**config.mk**
```make
export PLATFORM = sky130hd
export DESIGN_NAME = v4n_lane_front
export DESIGN_NICKNAME = d
export VERILOG_FILES = /design/src/rtl/v4n_pkg.sv /design/src/rtl/v4n_lane_front.sv
export SDC_FILE = /design/constraint.sdc
export NUM_CORES = 1
export LEC_CHECK = 0
export BUFFER_PORTS_ARGS = -buffer_cell sky130_fd_sc_hd__buf_2
export CORE_MARGIN = 2
export CORE_UTILIZATION = 45
export CTS_CLUSTER_SIZE = 10
export DETAILED_ROUTE_END_ITERATION = 6
export PLACE_DENSITY_LB_ADDON = 0.05
export SYNTH_ARGS = -nofsm -noshare
export SYNTH_HDL_FRONTEND = slang
export SYNTH_SLANG_ARGS = --single-unit
```
**constraint.sdc**
```tcl
create_clock -name clk -period 21 [get_ports clk]
set_input_delay 3.15 -clock clk [delete_from_list [all_inputs] [get_ports clk]]
set_output_delay 3.15 -clock clk [all_outputs]
set_load 0.01 [all_outputs]
```
**src/rtl/v4n_pkg.sv**
```systemverilog
// v4n_pkg: widths, stage counts and shared types for the vector normalizer.
// No dependencies; every other file imports it.
`default_nettype none

package v4n_pkg;

  localparam int COMPONENT_WIDTH = 16;
  localparam int LANES           = 4;
  localparam int FRAC_BITS       = 8;
  localparam int UNIT_WIDTH      = 16;
  localparam int UNIT_SHIFT      = UNIT_WIDTH - 1 + FRAC_BITS;
  localparam int SQ_WIDTH        = 2 * COMPONENT_WIDTH;
  localparam int SQUARED_WIDTH   = 2 * COMPONENT_WIDTH + 1;
  localparam int LENGTH_WIDTH    = COMPONENT_WIDTH + 1;
  localparam int RAD_WIDTH       = 2 * ((SQUARED_WIDTH + 2 * FRAC_BITS + 1) / 2);
  localparam int ROOT_WIDTH      = RAD_WIDTH / 2;
  localparam int SQRT_STEPS      = ROOT_WIDTH;
  localparam int SQREM_WIDTH     = ROOT_WIDTH + 3;
  localparam int NUM_WIDTH       = COMPONENT_WIDTH + UNIT_SHIFT;
  localparam int QUO_WIDTH       = UNIT_WIDTH;
  localparam int DIV_STEPS       = QUO_WIDTH;
  localparam int DSH_WIDTH       = ROOT_WIDTH + QUO_WIDTH;
  localparam int PIPE_STAGES     = 2 + SQRT_STEPS + DIV_STEPS;

  localparam logic [UNIT_WIDTH-1:0] UNIT_POS_MAX = {1'b0, {(UNIT_WIDTH-1){1'b1}}};
  localparam logic [UNIT_WIDTH-1:0] UNIT_NEG_MAG = {1'b1, {(UNIT_WIDTH-1){1'b0}}};

  typedef logic [COMPONENT_WIDTH-1:0] mag_t;
  typedef logic [ROOT_WIDTH-1:0]      root_t;
  typedef logic [QUO_WIDTH-1:0]       quo_t;

  // side data that rides along the square-root stages
  typedef struct packed {
    mag_t [LANES-1:0]         mag;
    logic [LANES-1:0]         neg;
    logic [SQUARED_WIDTH-1:0] sum;
  } sqrt_side_t;

  // side data that rides along the divider stages
  typedef struct packed {
    logic [LANES-1:0]         neg;
    logic [SQUARED_WIDTH-1:0] sum;
    root_t                    root;
  } div_side_t;

endpackage

`default_nettype wire

```
**src/rtl/v4n_lane_front.sv**
```systemverilog
// v4n_lane_front: one lane's magnitude, sign and square, registered.
// Depends on v4n_pkg.
`default_nettype none

module v4n_lane_front import v4n_pkg::*; (
  input  wire logic                       clk,
  input  wire logic                       en,
  input  wire logic [COMPONENT_WIDTH-1:0] comp,
  output logic                            neg_r,
  output mag_t                            mag_r,
  output logic [SQ_WIDTH-1:0]             sq_r
);

  logic neg_nxt;
  mag_t mag_nxt;

  assign neg_nxt = comp[COMPONENT_WIDTH-1];
  assign mag_nxt = neg_nxt ? (~comp + mag_t'(1)) : comp;

  always_ff @(posedge clk) begin
    if (en) begin
      neg_r <= neg_nxt;
      mag_r <= mag_nxt;
      sq_r  <= SQ_WIDTH'(mag_nxt) * SQ_WIDTH'(mag_nxt);
    end
  end

endmodule

`default_nettype wire

```
==> run summary <==
* **combined area of all synthesized cells** 9107 sq um
* **Starting Density** 45.45%
* **final setup violation count** 0
* **most frequent cell on the critical path** sky130_fd_sc_hd__inv_1
* **met3 GRT Util** 3.125%
* **EDFF count, synth** 47
* **clock root buffer** sky130_fd_sc_hd__clkbuf_16
* **final cell count without fillers** 1283
* **shortest clock period the worst path allows after layout** 11.19 ns
* **cell row count** 52
* **count of nets left with antenna violations after detail routing** 0
* **start point of the worst hold path** comp[0]
* **total clock sinks** 47
* **period utilisation layout** 53.30%
* **most frequent standard cell in the layout excluding fill and tap cells** sky130_fd_sc_hd__inv_1
* **most frequently used flop master after synthesis** sky130_fd_sc_hd__edfxtp_1
* **max-cap check violation count** 0
* **cell with the largest stage delay on the worst path** sky130_fd_sc_hd__a211oi_1
* **clock-pin slew of the registers on the worst-case setup and hold paths** 0.07 ns
* **number of nets at the end of the flow** 1290
* **total overflow reported by the global router** 0
* **detailed-placement wirelength estimate** 19300 um
* **All-Layer GR Usage** 22.05%
* **TritonCTS buffer count** 5
* **CTS tree** yes
* **data arrival time of the critical path** 11.23 ns
* **number of instances in the synthesized netlist** 950
* **Vias** 6470
* **number of design rule violations left after detail routing** 0
* **Final Routed Wirelength** 22290 um
* **Via-to-Cell Ratio** 5.043
* **H-tree depth** 2
* **Post-CTS Resized** 0
* **boundary pin count** 67
* **busiest grt layer** met2
* **routed length per placed instance** 17.37 um
* **Post-CTS Setup Bufs** 0
* **total core area** 20040 sq um
* **number of endpoints with negative hold slack in the final report** 0
* **maximum number of buffers from clock root to sink** 2
* **flip-flop and latch count after synthesis** 47
* **average instance area after synthesis** 9.587 sq um
* **die width** 146.3 um
* **DIE HEIGHT** 146.3 um
* **Antenna Diode Count** 0
* **Hold Path Stages** 1
* **RD Place Congestion** 0.8884
* **global-route wire length before repair** 36270 um
* **FFs w/ async S/R, synth** 0%
* **maximum number of pins on one net before global-route repair** 48
* **pin slew with the least headroom to its limit** 0.7521 ns
* **top library cells by usage in the layout, fill and taps aside** sky130_fd_sc_hd__inv_1 (250), sky130_fd_sc_hd__fa_1 (164), sky130_fd_sc_hd__ha_1 (96)
* **Max stage delay on crit path** 0.71 ns
* **Crit Path Class** input port to flip-flop
* **GRT met1 Usage** 30.65%
* **cell count after placement** 1275
* **number of max-slew violations in the final report** 0
* **type of destination of the critical path** flip-flop
* **number of port buffers** 65
* **hold path endpoint** mag_r[0]
* **Synth Warn #** 0
* **vias in the first global route** 6636
* **number of design-rule violations left by the first detailed-router iteration** 450
* **FMAX** 89.35 MHz
* **setup TNS** 0 ns
* **fraction of final layout cells sized beyond drive strength 1** 9.970%
* **die area** 21390 sq um
* **1st-pass router iterations** 5
* **grt met2 use** 37.24%
* **min-delay worst type** input port to flip-flop
* **Netlist cell types** 61
* **Post-Route Hold Slack** 3.121 ns
* **Post-Place Cell Area** 9729 sq um
* **kind of start point of the critical path** input port
* **Non-Filler Cell Area, Final** 9877 sq um
* **antenna violations before repair** 0
* **setup repair after global routing missed its margin** false
* **headroom to the max-slew limit** 49.56%
* **Crit path required time** 21.04 ns
* **outcome** finished, final reports clean
* **share of synthesized area occupied by flip-flops and latches** 15.50%
* **Post-CTS Hold Buffers** 0
* **maximum fanout count along the critical path** 16
* **Area growth, synth to finish** 8.449%
-- critical path: cells and delay by family --
| family | cells | cell delay (ns) |
|---|---|---|
| AOI/OAI and AO/OA | 6 | 1.93 |
| buffers and inverters | 11 | 1.51 |
| adders and majority gates | 8 | 3.69 |
| xor gates and xnor gates | 2 | 0.69 |
| and+or+nand+nor | 1 | 0.23 |
-- layout make-up --
type,count,area [sq um]
clock buffers,5,125.1
fillers,1960,10160
multi-input cells,628,6638
flip-flops and latches,47,1411
well taps,270,337.8
clock inverters,3,22.52
inverters,259,972.2
repair buffers,71,370.4
-- layer usage --
layer | vias to the layer above | share of wire (%)
li1 | 3052 | -
met3 | 18 | 5.5
met1 | 3207 | 43
met5 | - | 0
met4 | 0 | 1.4
met2 | 193 | 50
-- synthesized netlist by cell type, drive strengths merged, types with 5 or more instances --
cell type,count,area (sq um)
inv,255,957.2
fa,164,3283
ha,96,1201
nand2,84,325.3
nor2,72,270.3
edfxtp,47,1411
a21oi,29,145.1
xnor2,27,262.8
clkbuf,20,75.07
xor2,19,188.9
a21o,16,120.1
o21ai,14,77.58
nand3,9,45.04
o31ai,8,73.82
buf,6,48.79
o211ai,6,45.04
nand4,5,31.28
o21a,5,37.54
or3,5,31.28
-- state kept, by name, summed over array words and instances, names as in the netlist --
signal,count
mag_r,16
neg_r,1
sq_r,30
-- through the flow --
stage	worst slack, ns	utilization (%)
2_1_floorplan	10.80	-
3_3_place_gp	9.703	48.55
3_5_place_dp	9.534	48.55
4_1_cts	9.840	49.29
5_1_grt	9.276	49.29
6_report	9.808	49.29
-- cell families (layout without fill, tap and decap cells) --
logic type                 Yosys count  count (layout)  share of synthesized area, %
AOI/OAI and AO/OA                  110             110                         8.463
xor gates and xnor gates            46              46                         4.960
adders and majority gates          260             260                         49.24
buffers and inverters              285             338                         12.03
DFF                                 47              47                         15.50
other                                2              12                       0.08246
and+or+nand+nor                    200             200                         9.727
-- worst max path at each step --
stage                     startpoint        to  cells after the start
after global routing         comp[0]  sq_r[19]                     28
after floorplan              comp[0]  sq_r[19]                     28
after CTS                    comp[0]  sq_r[19]                     28
after global placement       comp[0]  sq_r[19]                     28
after detailed placement     comp[0]  sq_r[19]                     28
final                        comp[0]  sq_r[19]                     28
Power is left out: the tool's default activity adds up to more than one toggle a clock period on the data nets, which glitch-free logic cannot reach.
