**src/rtl/v4n_pkg.sv**
```systemverilog
// v4n_pkg: widths, stage counts and shared types for the vector normalizer.
// No dependencies; every other file imports it.
`default_nettype none

package v4n_pkg;

  localparam int COMPONENT_WIDTH = 16;
  localparam int LANES           = 4;
  localparam int FRAC_BITS       = 8;
  localparam int UNIT_WIDTH      = 16;
  localparam int UNIT_SHIFT      = UNIT_WIDTH - 1 + FRAC_BITS;
  localparam int SQ_WIDTH        = 2 * COMPONENT_WIDTH;
  localparam int SQUARED_WIDTH   = 2 * COMPONENT_WIDTH + 1;
  localparam int LENGTH_WIDTH    = COMPONENT_WIDTH + 1;
  localparam int RAD_WIDTH       = 2 * ((SQUARED_WIDTH + 2 * FRAC_BITS + 1) / 2);
  localparam int ROOT_WIDTH      = RAD_WIDTH / 2;
  localparam int SQRT_STEPS      = ROOT_WIDTH;
  localparam int SQREM_WIDTH     = ROOT_WIDTH + 3;
  localparam int NUM_WIDTH       = COMPONENT_WIDTH + UNIT_SHIFT;
  localparam int QUO_WIDTH       = UNIT_WIDTH;
  localparam int DIV_STEPS       = QUO_WIDTH;
  localparam int DSH_WIDTH       = ROOT_WIDTH + QUO_WIDTH;
  localparam int PIPE_STAGES     = 2 + SQRT_STEPS + DIV_STEPS;

  localparam logic [UNIT_WIDTH-1:0] UNIT_POS_MAX = {1'b0, {(UNIT_WIDTH-1){1'b1}}};
  localparam logic [UNIT_WIDTH-1:0] UNIT_NEG_MAG = {1'b1, {(UNIT_WIDTH-1){1'b0}}};

  typedef logic [COMPONENT_WIDTH-1:0] mag_t;
  typedef logic [ROOT_WIDTH-1:0]      root_t;
  typedef logic [QUO_WIDTH-1:0]       quo_t;

  // side data that rides along the square-root stages
  typedef struct packed {
    mag_t [LANES-1:0]         mag;
    logic [LANES-1:0]         neg;
    logic [SQUARED_WIDTH-1:0] sum;
  } sqrt_side_t;

  // side data that rides along the divider stages
  typedef struct packed {
    logic [LANES-1:0]         neg;
    logic [SQUARED_WIDTH-1:0] sum;
    root_t                    root;
  } div_side_t;

endpackage

`default_nettype wire

```
**src/rtl/v4n_div_lane.sv**
```systemverilog
// v4n_div_lane: one lane's restoring divide (mag << 23) / root, one bit per stage.
// Depends on v4n_pkg.
`default_nettype none

module v4n_div_lane import v4n_pkg::*; (
  input  wire logic clk,
  input  wire logic en,
  input  wire mag_t mag,
  input  wire root_t root,
  output quo_t      quo
);

  logic [NUM_WIDTH-1:0] rem_r [DIV_STEPS];
  root_t                d_r   [DIV_STEPS];
  quo_t                 q_r   [DIV_STEPS];

  for (genvar j = 0; j < DIV_STEPS; j++) begin : g_step
    logic [NUM_WIDTH-1:0] rem_in;
    root_t                d_in;
    quo_t                 q_in;
    logic [DSH_WIDTH-1:0] dsh;
    logic                 ge;

    if (j == 0) begin : g_first
      assign rem_in = {mag, {UNIT_SHIFT{1'b0}}};
      assign d_in   = root;
      assign q_in   = '0;
    end else begin : g_next
      assign rem_in = rem_r[j-1];
      assign d_in   = d_r[j-1];
      assign q_in   = q_r[j-1];
    end

    always_comb begin
      dsh = DSH_WIDTH'(d_in) << (QUO_WIDTH - 1 - j);
      ge  = (DSH_WIDTH'(rem_in) >= dsh);
    end

    always_ff @(posedge clk) begin
      if (en) begin
        rem_r[j] <= ge ? NUM_WIDTH'(DSH_WIDTH'(rem_in) - dsh) : rem_in;
        d_r[j]   <= d_in;
        q_r[j]   <= {q_in[QUO_WIDTH-2:0], ge};
      end
    end
  end

  assign quo = q_r[DIV_STEPS-1];

endmodule

`default_nettype wire

```
**config.mk**
```make
export PLATFORM = sky130hd
export DESIGN_NAME = v4n_div_lane
export DESIGN_NICKNAME = d
export VERILOG_FILES = /design/src/rtl/v4n_pkg.sv /design/src/rtl/v4n_div_lane.sv
export SDC_FILE = /design/constraint.sdc
export NUM_CORES = 2
export LEC_CHECK = 0
export BUFFER_PORTS_ARGS = -buffer_cell sky130_fd_sc_hd__buf_2
export CORE_ASPECT_RATIO = 1.2
export CORE_UTILIZATION = 33
export CTS_BUF_LIST = sky130_fd_sc_hd__clkbuf_2
export DETAILED_ROUTE_END_ITERATION = 10
export SETUP_SLACK_MARGIN = 0.3
export SLEW_MARGIN = 20
export SYNTH_ARGS = -nofsm -noshare
export SYNTH_HDL_FRONTEND = slang
export SYNTH_SLANG_ARGS = --single-unit
```
**constraint.sdc**
```tcl
create_clock -name clk -period 7.25 [get_ports clk]
set_input_delay 0.725 -clock clk [delete_from_list [all_inputs] [get_ports clk]]
set_output_delay 0.725 -clock clk [all_outputs]
set_load 0.005 [all_outputs]
```
==> out/qor.yml <==
logic_synthesis:
  ys_seq_area_share_pct: 52.7
  synth_area_um2: 55600
  ys.flop_type: "edfxtp_1"
  ys_top_cells_by_area: "edfxtp_1 53%, ha_1 8.8%, xnor2_1 3.6%"
  synth_cells: 5083
  syn_nets: 5531
  avgSynthCellArea_um2: 10.9
  synth_top_cell_by_area: "edfxtp_1"
  ys_warn_count: 0
  ys_types: 89
  async_reset_ff_share_pct: 0
  synthDominantCellAreaShare_pct: 52.7
  synth_edf_count: 976
  synth_seq_cells: 976
timing:
  fin_crit_sh_pct: 63.2
  drv_slew: 0
  tns_ns: 0
  fmax_ghz: 0.218
  hold_viol: 0
  worstMarginPinSlew_ns: 1.14
  rsz0062_at_grt: "false"
  relSlewSlack_pct: 23.8
  skew_ns: 0.233
  setup_viol: 0
  period_needed_ns: 4.58
critical_path:
  crit_fanout: 14
  cp-end-kind: "flip-flop"
  cp_data_required_time_ns: 8.72
  cpPeakStageDelay_ns: 0.56
  start_kind: "primary input"
  worstSetupPathType: "primary input to flip-flop"
  worst-path-buf-inv: 7
  crit_arrival_ns: 6.05
  crit_chain: "dlygate4sd3_1, dlygate4sd3_1, buf_2, dlygate4sd3_1, inv_1, ha_1, a31oi_1, o2111ai_1, a41oi_1, a211oi_1, a211oi_2, nor2_2, buf_4, mux2_2, dlygate4sd3_1"
  critical_path.top_delay_family: "buffers and inverters"
  crit_path_top_delay_cell: "dlygate4sd3_1"
  path_common_cell: "dlygate4sd3_1"
drt:
  viasPerCell: 4.96
  detail_route.wl_per_cell_um: 16.8
  dr.pass1.iters: 5
  ant_nets: 0
  vias: 38897
  drc: 0
  drt_iter0_drc: 1716
  wl_um: 132000
power_and_ir_drop:
  switching_share_pct: 39.3
  total_power_w: 0.0226
  p_int_w: 0.0137
  p_seq_share_pct: 40.4
  p_clk_share_pct: 16.7
  power-per-cell-area_nw_per_um2: 365
  p_leak_nw: 24.6
  vdd_drop_max_mv: 0.157
  p_sw_w: 0.00889
  combPwrFrac_pct: 42.9
place:
  place_congestion: 0.979
  io_buffers: 58
  dp_hpwl_um: 101000
clocking:
  clkTransAtPathRegs_ns: 0.13
  cts.repair.resized: 0
  cts_buffers: 240
  worstSkewPairLatency_ns: 1.72
  cts.sinks: 976
  htreeDepth: 4
  cts_tree: "done"
  clock_path_buffers: 3
  cts_root_buf: "clkbuf_2"
final_layout:
  area_growth_syn_to_layout_pct: 11.4
  utilization_pct: 37.1
  fin_nets: 5855
  drive_above_1_share_pct: 10.5
global_route:
  gr-total-overflow: 0
  antenna_found_initial: 2
  track_usage_pct: 15.3
  grt_pass1_vias: 39659
  grt_pass1_wl_um: 205000
  grt_max_degree: 195
status:
  outcome: "finished clean"
die:
  rows: 164
  fp.coreArea_um2: 167000
  io_pins: 59
  die_h_um: 451
  start_util_pct: 33.3
  die_x_um: 377
  die_area_um2: 170000
job:
  cap_violations: 0
min_path:
  worstHoldPathType: "flip-flop to flip-flop"
-- cells in the final DEF, fill, tap and decap left out, types with 164 or more instances in the layout --
cell type    n
ha_1       391
o21ai_0    386
inv_1      502
edfxtp_1   976
xor2_1     164
clkbuf_2   334
nand2_1    431
nor2_1     289
a21oi_1    398
xnor2_1    231
-- synthesized netlist by cell type (19+ instances only) --
library cell / number
nand2_1: 431
nor2b_1: 53
mux2_2: 61
a31oi_1: 43
nor3_1: 76
a21oi_1: 399
edfxtp_1: 976
nor2_1: 290
nand3_1: 88
ha_1: 391
or4_1: 24
clkbuf_1: 92
o31ai_1: 34
xor2_1: 164
xnor2_1: 231
and2_1: 19
or3_1: 27
o211ai_1: 27
a21o_1: 156
nand2b_1: 75
o21a_1: 46
o21ai_0: 386
nand4_1: 62
o21bai_1: 45
o31a_1: 21
and3_1: 42
inv_1: 502
nor4_1: 24
a211oi_1: 34
-- metrics by stage --
step / std cells / setup slack (ns) / hold WS [ns] / cell area, um^2
3_3_place_gp: 7302 / 2.92 / 0.401 / 58500
6_report: 7850 / 2.67 / 0.262 / 61900
3_5_place_dp: 7302 / 2.94 / 0.405 / 58500
5_1_grt: 7849 / 2.67 / 0.0624 / 61900
2_1_floorplan: 5083 / 3.76 / 0.400 / 55600
4_1_cts: 7842 / 2.93 / 0.0000928 / 61900
-- registers in the layout, indices dropped and copies added, names as in the netlist --
signal / cells
rem_r: 465
d_r: 375
q_r: 136
-- kinds of logic (layout without fill, tap and decap cells) --
| family | after synthesis | in the layout | synth area share [%] |
|---|---|---|---|
| other cells | 0 | 8 | 0 |
| fa+ha+maj | 405 | 405 | 9.31 |
| xor+xnor | 395 | 395 | 6.23 |
| mux | 63 | 63 | 1.27 |
| buf+inv | 616 | 1134 | 4.25 |
| flops | 976 | 976 | 52.7 |
| simple gates | 1278 | 1278 | 11.1 |
| compound gates | 1350 | 1350 | 15.1 |
-- final timing paths --
path / startpoint / end / slack [ns] / depth (start not counted)
max: root[8] / rem_r[0][25] / 2.67 / 15
min: d_r[1][5] / d_r[2][5] / 0.26 / 0
max reg2reg: d_r[3][5] / rem_r[0][169] / 3.05 / 11
min reg2reg: d_r[1][5] / d_r[2][5] / 0.26 / 0
-- metal layers --
metal,GRT usage (%),wire length [um]
met2,30.5,72900
met4,11.5,9980
met3,2.63,4300
met1,13.3,44900
met5,0,0
-- repair_timing --
action                                 4_1_cts  5_1_grt
endpoints found under the hold margin      589        0
buffers inserted                             0        0
hold buffers                               104        0
-- power groups by stage --
stage	clock (W)	combinational (W)	sequential, W
CTS	0.00398	0.00968	0.00913
global route	0.00424	0.0108	0.00925
finish	0.00378	0.00971	0.00913
floorplan	0	0.00731	0.00876
global placement	0	0.00950	0.00925
detailed placement	0	0.00959	0.00926
-- cell type report --
cell class,instances,area (um^2)
fillers,16437,105000
multi-input cells,3491,23900
clock inverters,102,618
well taps,2241,2800
flip-flops and latches,976,29300
diodes,8,20.0
inverters,502,1880
clock buffers,334,1670
repair buffers,196,1640
Note: power is estimated with default switching activity, not from simulation.
