**src/rtl/v4n_pkg.sv**
```systemverilog
// v4n_pkg: widths, stage counts and shared types for the vector normalizer.
// No dependencies; every other file imports it.
`default_nettype none

package v4n_pkg;

  localparam int COMPONENT_WIDTH = 16;
  localparam int LANES           = 4;
  localparam int FRAC_BITS       = 8;
  localparam int UNIT_WIDTH      = 16;
  localparam int UNIT_SHIFT      = UNIT_WIDTH - 1 + FRAC_BITS;
  localparam int SQ_WIDTH        = 2 * COMPONENT_WIDTH;
  localparam int SQUARED_WIDTH   = 2 * COMPONENT_WIDTH + 1;
  localparam int LENGTH_WIDTH    = COMPONENT_WIDTH + 1;
  localparam int RAD_WIDTH       = 2 * ((SQUARED_WIDTH + 2 * FRAC_BITS + 1) / 2);
  localparam int ROOT_WIDTH      = RAD_WIDTH / 2;
  localparam int SQRT_STEPS      = ROOT_WIDTH;
  localparam int SQREM_WIDTH     = ROOT_WIDTH + 3;
  localparam int NUM_WIDTH       = COMPONENT_WIDTH + UNIT_SHIFT;
  localparam int QUO_WIDTH       = UNIT_WIDTH;
  localparam int DIV_STEPS       = QUO_WIDTH;
  localparam int DSH_WIDTH       = ROOT_WIDTH + QUO_WIDTH;
  localparam int PIPE_STAGES     = 2 + SQRT_STEPS + DIV_STEPS;

  localparam logic [UNIT_WIDTH-1:0] UNIT_POS_MAX = {1'b0, {(UNIT_WIDTH-1){1'b1}}};
  localparam logic [UNIT_WIDTH-1:0] UNIT_NEG_MAG = {1'b1, {(UNIT_WIDTH-1){1'b0}}};

  typedef logic [COMPONENT_WIDTH-1:0] mag_t;
  typedef logic [ROOT_WIDTH-1:0]      root_t;
  typedef logic [QUO_WIDTH-1:0]       quo_t;

  // side data that rides along the square-root stages
  typedef struct packed {
    mag_t [LANES-1:0]         mag;
    logic [LANES-1:0]         neg;
    logic [SQUARED_WIDTH-1:0] sum;
  } sqrt_side_t;

  // side data that rides along the divider stages
  typedef struct packed {
    logic [LANES-1:0]         neg;
    logic [SQUARED_WIDTH-1:0] sum;
    root_t                    root;
  } div_side_t;

endpackage

`default_nettype wire

```
**src/rtl/v4n_sqrt_pipe.sv**
```systemverilog
// v4n_sqrt_pipe: floor(sqrt(sum * 2^16)), one root bit per stage.
// Depends on v4n_pkg.
`default_nettype none

module v4n_sqrt_pipe import v4n_pkg::*; (
  input  wire logic                     clk,
  input  wire logic                     en,
  input  wire logic [SQUARED_WIDTH-1:0] sum,
  output root_t                         root
);

  root_t                  rt_r [SQRT_STEPS];
  logic [SQREM_WIDTH-1:0] rm_r [SQRT_STEPS];
  logic [RAD_WIDTH-1:0]   rd_r [SQRT_STEPS];

  for (genvar k = 0; k < SQRT_STEPS; k++) begin : g_step
    root_t                  rt_in;
    logic [SQREM_WIDTH-1:0] rm_in;
    logic [RAD_WIDTH-1:0]   rd_in;
    logic [SQREM_WIDTH-1:0] rm_sh;
    logic [SQREM_WIDTH-1:0] trial;
    logic                   ge;

    if (k == 0) begin : g_first
      assign rt_in = '0;
      assign rm_in = '0;
      assign rd_in = RAD_WIDTH'({sum, {(2*FRAC_BITS){1'b0}}});
    end else begin : g_next
      assign rt_in = rt_r[k-1];
      assign rm_in = rm_r[k-1];
      assign rd_in = rd_r[k-1];
    end

    always_comb begin
      rm_sh = {rm_in[SQREM_WIDTH-3:0], rd_in[RAD_WIDTH-1 -: 2]};
      trial = SQREM_WIDTH'({rt_in, 2'b01});
      ge    = (rm_sh >= trial);
    end

    always_ff @(posedge clk) begin
      if (en) begin
        rm_r[k] <= ge ? (rm_sh - trial) : rm_sh;
        rt_r[k] <= {rt_in[ROOT_WIDTH-2:0], ge};
        rd_r[k] <= {rd_in[RAD_WIDTH-3:0], 2'b00};
      end
    end
  end

  assign root = rt_r[SQRT_STEPS-1];

endmodule

`default_nettype wire

```
**config.mk**
```make
export PLATFORM = sky130hd
export DESIGN_NAME = v4n_sqrt_pipe
export DESIGN_NICKNAME = d
export VERILOG_FILES = /design/src/rtl/v4n_pkg.sv /design/src/rtl/v4n_sqrt_pipe.sv
export SDC_FILE = /design/constraint.sdc
export NUM_CORES = 2
export LEC_CHECK = 0
export ABC_AREA = 1
export BUFFER_PORTS_ARGS = -buffer_cell sky130_fd_sc_hd__buf_2
export CORE_MARGIN = 10
export CORE_UTILIZATION = 55
export DETAILED_ROUTE_END_ITERATION = 8
export HOLD_SLACK_MARGIN = 0.1
export PLACE_DENSITY = 0.71
export SYNTH_ARGS = -nofsm -noshare
export SYNTH_HDL_FRONTEND = slang
export SYNTH_SLANG_ARGS = --single-unit
```
**constraint.sdc**
```tcl
create_clock -name clk -period 2.74 [get_ports clk]
set_input_delay 0.411 -clock clk [delete_from_list [all_inputs] [get_ports clk]]
set_output_delay 0.411 -clock clk [all_outputs]
set_load 0.01 [all_outputs]
```
==> results.yml <==
outcome:
  status: "finished, final reports clean"
critical_path:
  critPathRequiredTime_ns: 3.26
  timing.critical_path.to_type: "register"
  worstPathMaxFanout: 11
  critical_path.slowest_cell: "sky130_fd_sc_hd__fa_1"
  cp_cell_sequence: "ha_1 > fa_1 > nand3_1 > nand3_2 > nand2_1 > nand3_1 > buf_4 > nand3_1 > nand2_1"
  critical_path_class: "register to register"
  setup.reg_to_reg.worst_slack_ns: 0.17
  critPathLaunchType: "register"
  worstPathArrival_ns: 3.09
  r2r_cells: 9
  crit_path_frequent_cell: "sky130_fd_sc_hd__nand3_1"
  cpPeakStageDelay_ns: 0.49
synth:
  synth.avg_cell_area_sq_um: 8.037
  syn_inst: 8865
  synth.yosys.warnings: 0
  postSynth.asyncResetShare_pct: 0
  yosysSeqAreaShare_pct: 49.48
  ys_ff_latch: 1174
  yosys_most_used_dff: "sky130_fd_sc_hd__edfxtp_1"
  edff_count_synth: 1174
  synth.net_count: 9242
  yosysUniqueCellTypes: 50
  synthesis.area_sq_mm: 0.07125
global_routing:
  grt_util_met2_pct: 39.31
  grt_util_met3_pct: 4.053
  grt_start_max_net_pins: 94
  grt_antenna_before_repair: 0
  grt_use_total_pct: 25.14
  global_route.peak_usage_layer: "met2"
  global_route_wire_length_before_repair_microns: 291900
  first_global_vias: 53682
  grt.met1_usage_pct: 35.66
  overflow: 0
timing:
  setup_total_negative_slack_ns: 0
  finalMaxSlewViolations: 0
  fin_crit_sh_pct: 93.83
  timing.hold.ws_ns: 0.3237
  worst-slew-pin-transition_ns: 0.6416
  count_of_endpoints_failing_setup_in_the_final_report: 0
  slew-limit-headroom_pct: 56.77
  fin_worst_skew_ns: 0.03466
  unrepaired_setup_endpoints_after_global_routing: "false"
  period_needed_ns: 2.571
  final_hold_viol_count: 0
  max_freq_ghz: 0.3889
die:
  io-pin-count: 60
  design.core.area_sq_mm: 0.1282
  row_count: 131
  initial_core_util_pct: 55.58
  die_area_sq_mm: 0.1443
  chipWidth_microns: 379.9
  chipHeight_microns: 379.9
pwr:
  cellLeakagePower_nw: 37.93
  power.share.sequential_pct: 43.3
  clock_power_share_pct: 33.2
  intPower_w: 0.03752
  worst_ir_drop_vdd_v: 0.0006249
  total_power_w: 0.05550
  share_comb_of_total_power_pct: 23.4
  switching_part_of_the_total_pct: 32.39
  cellPowerDensity_mw_per_mm2: 698.8
  switchingPower_w: 0.01798
cells_and_area:
  final_util_pct: 61.96
  fillers: 11370
  syn2layout_area_growth_pct: 11.47
  num-nets-final: 9523
  seq_area_sq_mm: 0.03525
  footprint_of_the_multi_input_gates_sq_mm: 0.02921
  proportion_of_layout_cells_with_a_drive_suffix_above_1_pct: 5.741
hold_path:
  hold_path_class: "input port to register"
  min_path_cells: 2
cts:
  worst_setup_hold_path_clk_slew_ns: 0.06
  tritoncts.num_buffers: 134
  clockRootBuffer: "sky130_fd_sc_hd__clkbuf_16"
  cts_tree: "done"
  htree_num_levels: 4
  cts_sinks: 1174
  cts_max_path_buffers: 3
  clock_latency_ns: 0.80
run:
  drv.max_cap_violation_count: 0
routing:
  wl_per_cell_microns: 16.95
  drt_first_iter_violations: 5183
  antenna_violating_nets_post_route: 0
  drt-total-wl_microns: 186100
  first_pass_iters: 6
  vias_per_cell: 5.217
  drc: 0
  num_vias: 57279
place:
  io_buffers: 59
  gp_congestion: 0.9748
  place.detailed.hpwl_microns: 146400
## flip-flops by register name, summed over array words and instances, names as in the netlist
name  flops
rm_r    577
rt_r    325
rd_r    272
## placed cells by master, fill, tap and decap left out, types with 8 or more instances in the layout
| cell | n |
|---|---|
| sky130_fd_sc_hd__buf_4 | 101 |
| sky130_fd_sc_hd__clkinv_1 | 22 |
| sky130_fd_sc_hd__xnor2_1 | 75 |
| sky130_fd_sc_hd__and2_1 | 18 |
| sky130_fd_sc_hd__inv_2 | 13 |
| sky130_fd_sc_hd__or2_2 | 25 |
| sky130_fd_sc_hd__ha_1 | 335 |
| sky130_fd_sc_hd__o21ai_0 | 143 |
| sky130_fd_sc_hd__nor3_1 | 57 |
| sky130_fd_sc_hd__clkbuf_16 | 134 |
| sky130_fd_sc_hd__nand2_1 | 3180 |
| sky130_fd_sc_hd__bufinv_16 | 16 |
| sky130_fd_sc_hd__nor2_2 | 22 |
| sky130_fd_sc_hd__xor2_1 | 154 |
| sky130_fd_sc_hd__clkinv_16 | 9 |
| sky130_fd_sc_hd__nand4_1 | 138 |
| sky130_fd_sc_hd__o21bai_1 | 10 |
| sky130_fd_sc_hd__o21ai_2 | 8 |
| sky130_fd_sc_hd__dlygate4sd3_1 | 34 |
| sky130_fd_sc_hd__a21oi_1 | 284 |
| sky130_fd_sc_hd__clkbuf_1 | 17 |
| sky130_fd_sc_hd__a21oi_2 | 37 |
| sky130_fd_sc_hd__nand2_2 | 12 |
| sky130_fd_sc_hd__nor2_1 | 739 |
| sky130_fd_sc_hd__o21ai_1 | 19 |
| sky130_fd_sc_hd__clkinv_2 | 21 |
| sky130_fd_sc_hd__nand3_1 | 546 |
| sky130_fd_sc_hd__inv_1 | 1656 |
| sky130_fd_sc_hd__edfxtp_1 | 1174 |
| sky130_fd_sc_hd__buf_12 | 26 |
| sky130_fd_sc_hd__buf_2 | 58 |
| sky130_fd_sc_hd__nand3b_1 | 75 |
## metrics by stage
| stage | cells | setup WS [ns] | instance area [sq um] |
|---|---|---|---|
| finish | 10979 | 0.1690 | 79420 |
| global route | 10978 | 0.005626 | 79420 |
| CTS | 10978 | 0.1036 | 79400 |
| detailed placement | 10705 | 0.1197 | 74480 |
| global placement | 10705 | 0.1347 | 74480 |
| floorplan | 8865 | 0.5792 | 71250 |
## logic make-up (layout without fill, tap and decap cells)
| logic type | after synthesis | in the layout | synth area share (%) |
|---|---|---|---|
| adders and majority gates | 342 | 342 | 6.080 |
| and+or+nand+nor | 4855 | 4855 | 28.11 |
| DFF | 1174 | 1174 | 49.48 |
| buffers and inverters | 1746 | 2130 | 9.529 |
| AOI/OAI and AO/OA | 518 | 518 | 3.979 |
| xor gates and xnor gates | 229 | 229 | 2.815 |
| other | 1 | 2 | 0.005263 |
## synth_stat cells (4+ instances only)
cell                       instances  share of area, %
sky130_fd_sc_hd__ha_1            335               5.9
sky130_fd_sc_hd__nor2_2           21              0.18
sky130_fd_sc_hd__buf_6            14              0.22
sky130_fd_sc_hd__xor2_1          154               1.9
sky130_fd_sc_hd__nand2_2          12              0.11
sky130_fd_sc_hd__o21ai_2           8             0.098
sky130_fd_sc_hd__nand3_1         547               3.8
sky130_fd_sc_hd__nand2_1        3180                17
sky130_fd_sc_hd__inv_1          1656               8.7
sky130_fd_sc_hd__o21ai_1          19              0.13
sky130_fd_sc_hd__buf_4            16              0.17
sky130_fd_sc_hd__nand3_2           6             0.084
sky130_fd_sc_hd__fa_1              7              0.20
sky130_fd_sc_hd__edfxtp_1       1174                49
sky130_fd_sc_hd__o21bai_1         10              0.11
sky130_fd_sc_hd__nor3_2            6             0.084
sky130_fd_sc_hd__a21oi_1         284               2.0
sky130_fd_sc_hd__nor4_1            7             0.061
sky130_fd_sc_hd__nor2_1          740               3.9
sky130_fd_sc_hd__nor3_1           57              0.40
sky130_fd_sc_hd__a21boi_0          4             0.042
sky130_fd_sc_hd__or2_2            25              0.22
sky130_fd_sc_hd__and2_1           18              0.16
sky130_fd_sc_hd__buf_2            44              0.31
sky130_fd_sc_hd__nand3b_1         75              0.79
sky130_fd_sc_hd__nor2_4            5             0.079
sky130_fd_sc_hd__xnor2_1          75              0.92
sky130_fd_sc_hd__inv_2            13             0.068
sky130_fd_sc_hd__nor3b_1           5             0.053
sky130_fd_sc_hd__a21oi_2          37              0.45
sky130_fd_sc_hd__o21ai_0         143               1.0
sky130_fd_sc_hd__nand4_1         138               1.2
## repair_timing
action | 4_1_cts | 5_1_grt
hold endpoints to repair | 51 | 0
gates resized for setup | 0 | 3
hold buffers | 34 | 0
endpoints found under the setup margin | 0 | 15
setup buffers | 0 | 0
## final timing paths
| check | from | endpoint |
|---|---|---|
| worst max-delay path | rm_r[5][28] | rm_r[5][78] |
| worst min-delay path | sum[32] | rt_r[0][0] |
| worst max register to register | rm_r[5][28] | rm_r[5][78] |
| worst min register to register | rd_r[2][90] | rd_r[2][140] |
## critical path: cells and delay by family, from the launching register on
family / cells / cell delay, ns
buffers and inverters: 1 / 0.26
AND/OR/NAND/NOR: 6 / 0.81
flip-flops: 1 / 0.46
adder cells (fa/ha/maj): 2 / 0.77
## area by class of cell
cell class / instances / area share (%)
flip-flops and latches: 1174 / 44.39
multi-input cells: 5945 / 36.78
inverters: 1670 / 7.896
clock buffers: 151 / 4.303
well taps: 1729 / 2.724
repair buffers: 221 / 2.437
clock inverters: 88 / 1.467
diodes: 1 / 0.003151
## power by group through the flow
stage | logic (W) | registers, W | clock network (W)
3_5_place_dp | 0.0127 | 0.0244 | 0
6_report | 0.0130 | 0.0240 | 0.0184
5_1_grt | 0.0148 | 0.0242 | 0.0196
2_1_floorplan | 0.00925 | 0.0235 | 0
3_3_place_gp | 0.0126 | 0.0244 | 0
4_1_cts | 0.0128 | 0.0240 | 0.0189
## layer usage
| metal | vias to the layer above | routed length, microns |
|---|---|---|
| met4 | 0 | 5801 |
| met2 | 1795 | 83000 |
| met5 | - | 0 |
| li1 | 28779 | - |
| met1 | 26387 | 84380 |
| met3 | 318 | 12910 |
(Power assumes the default switching activity.)
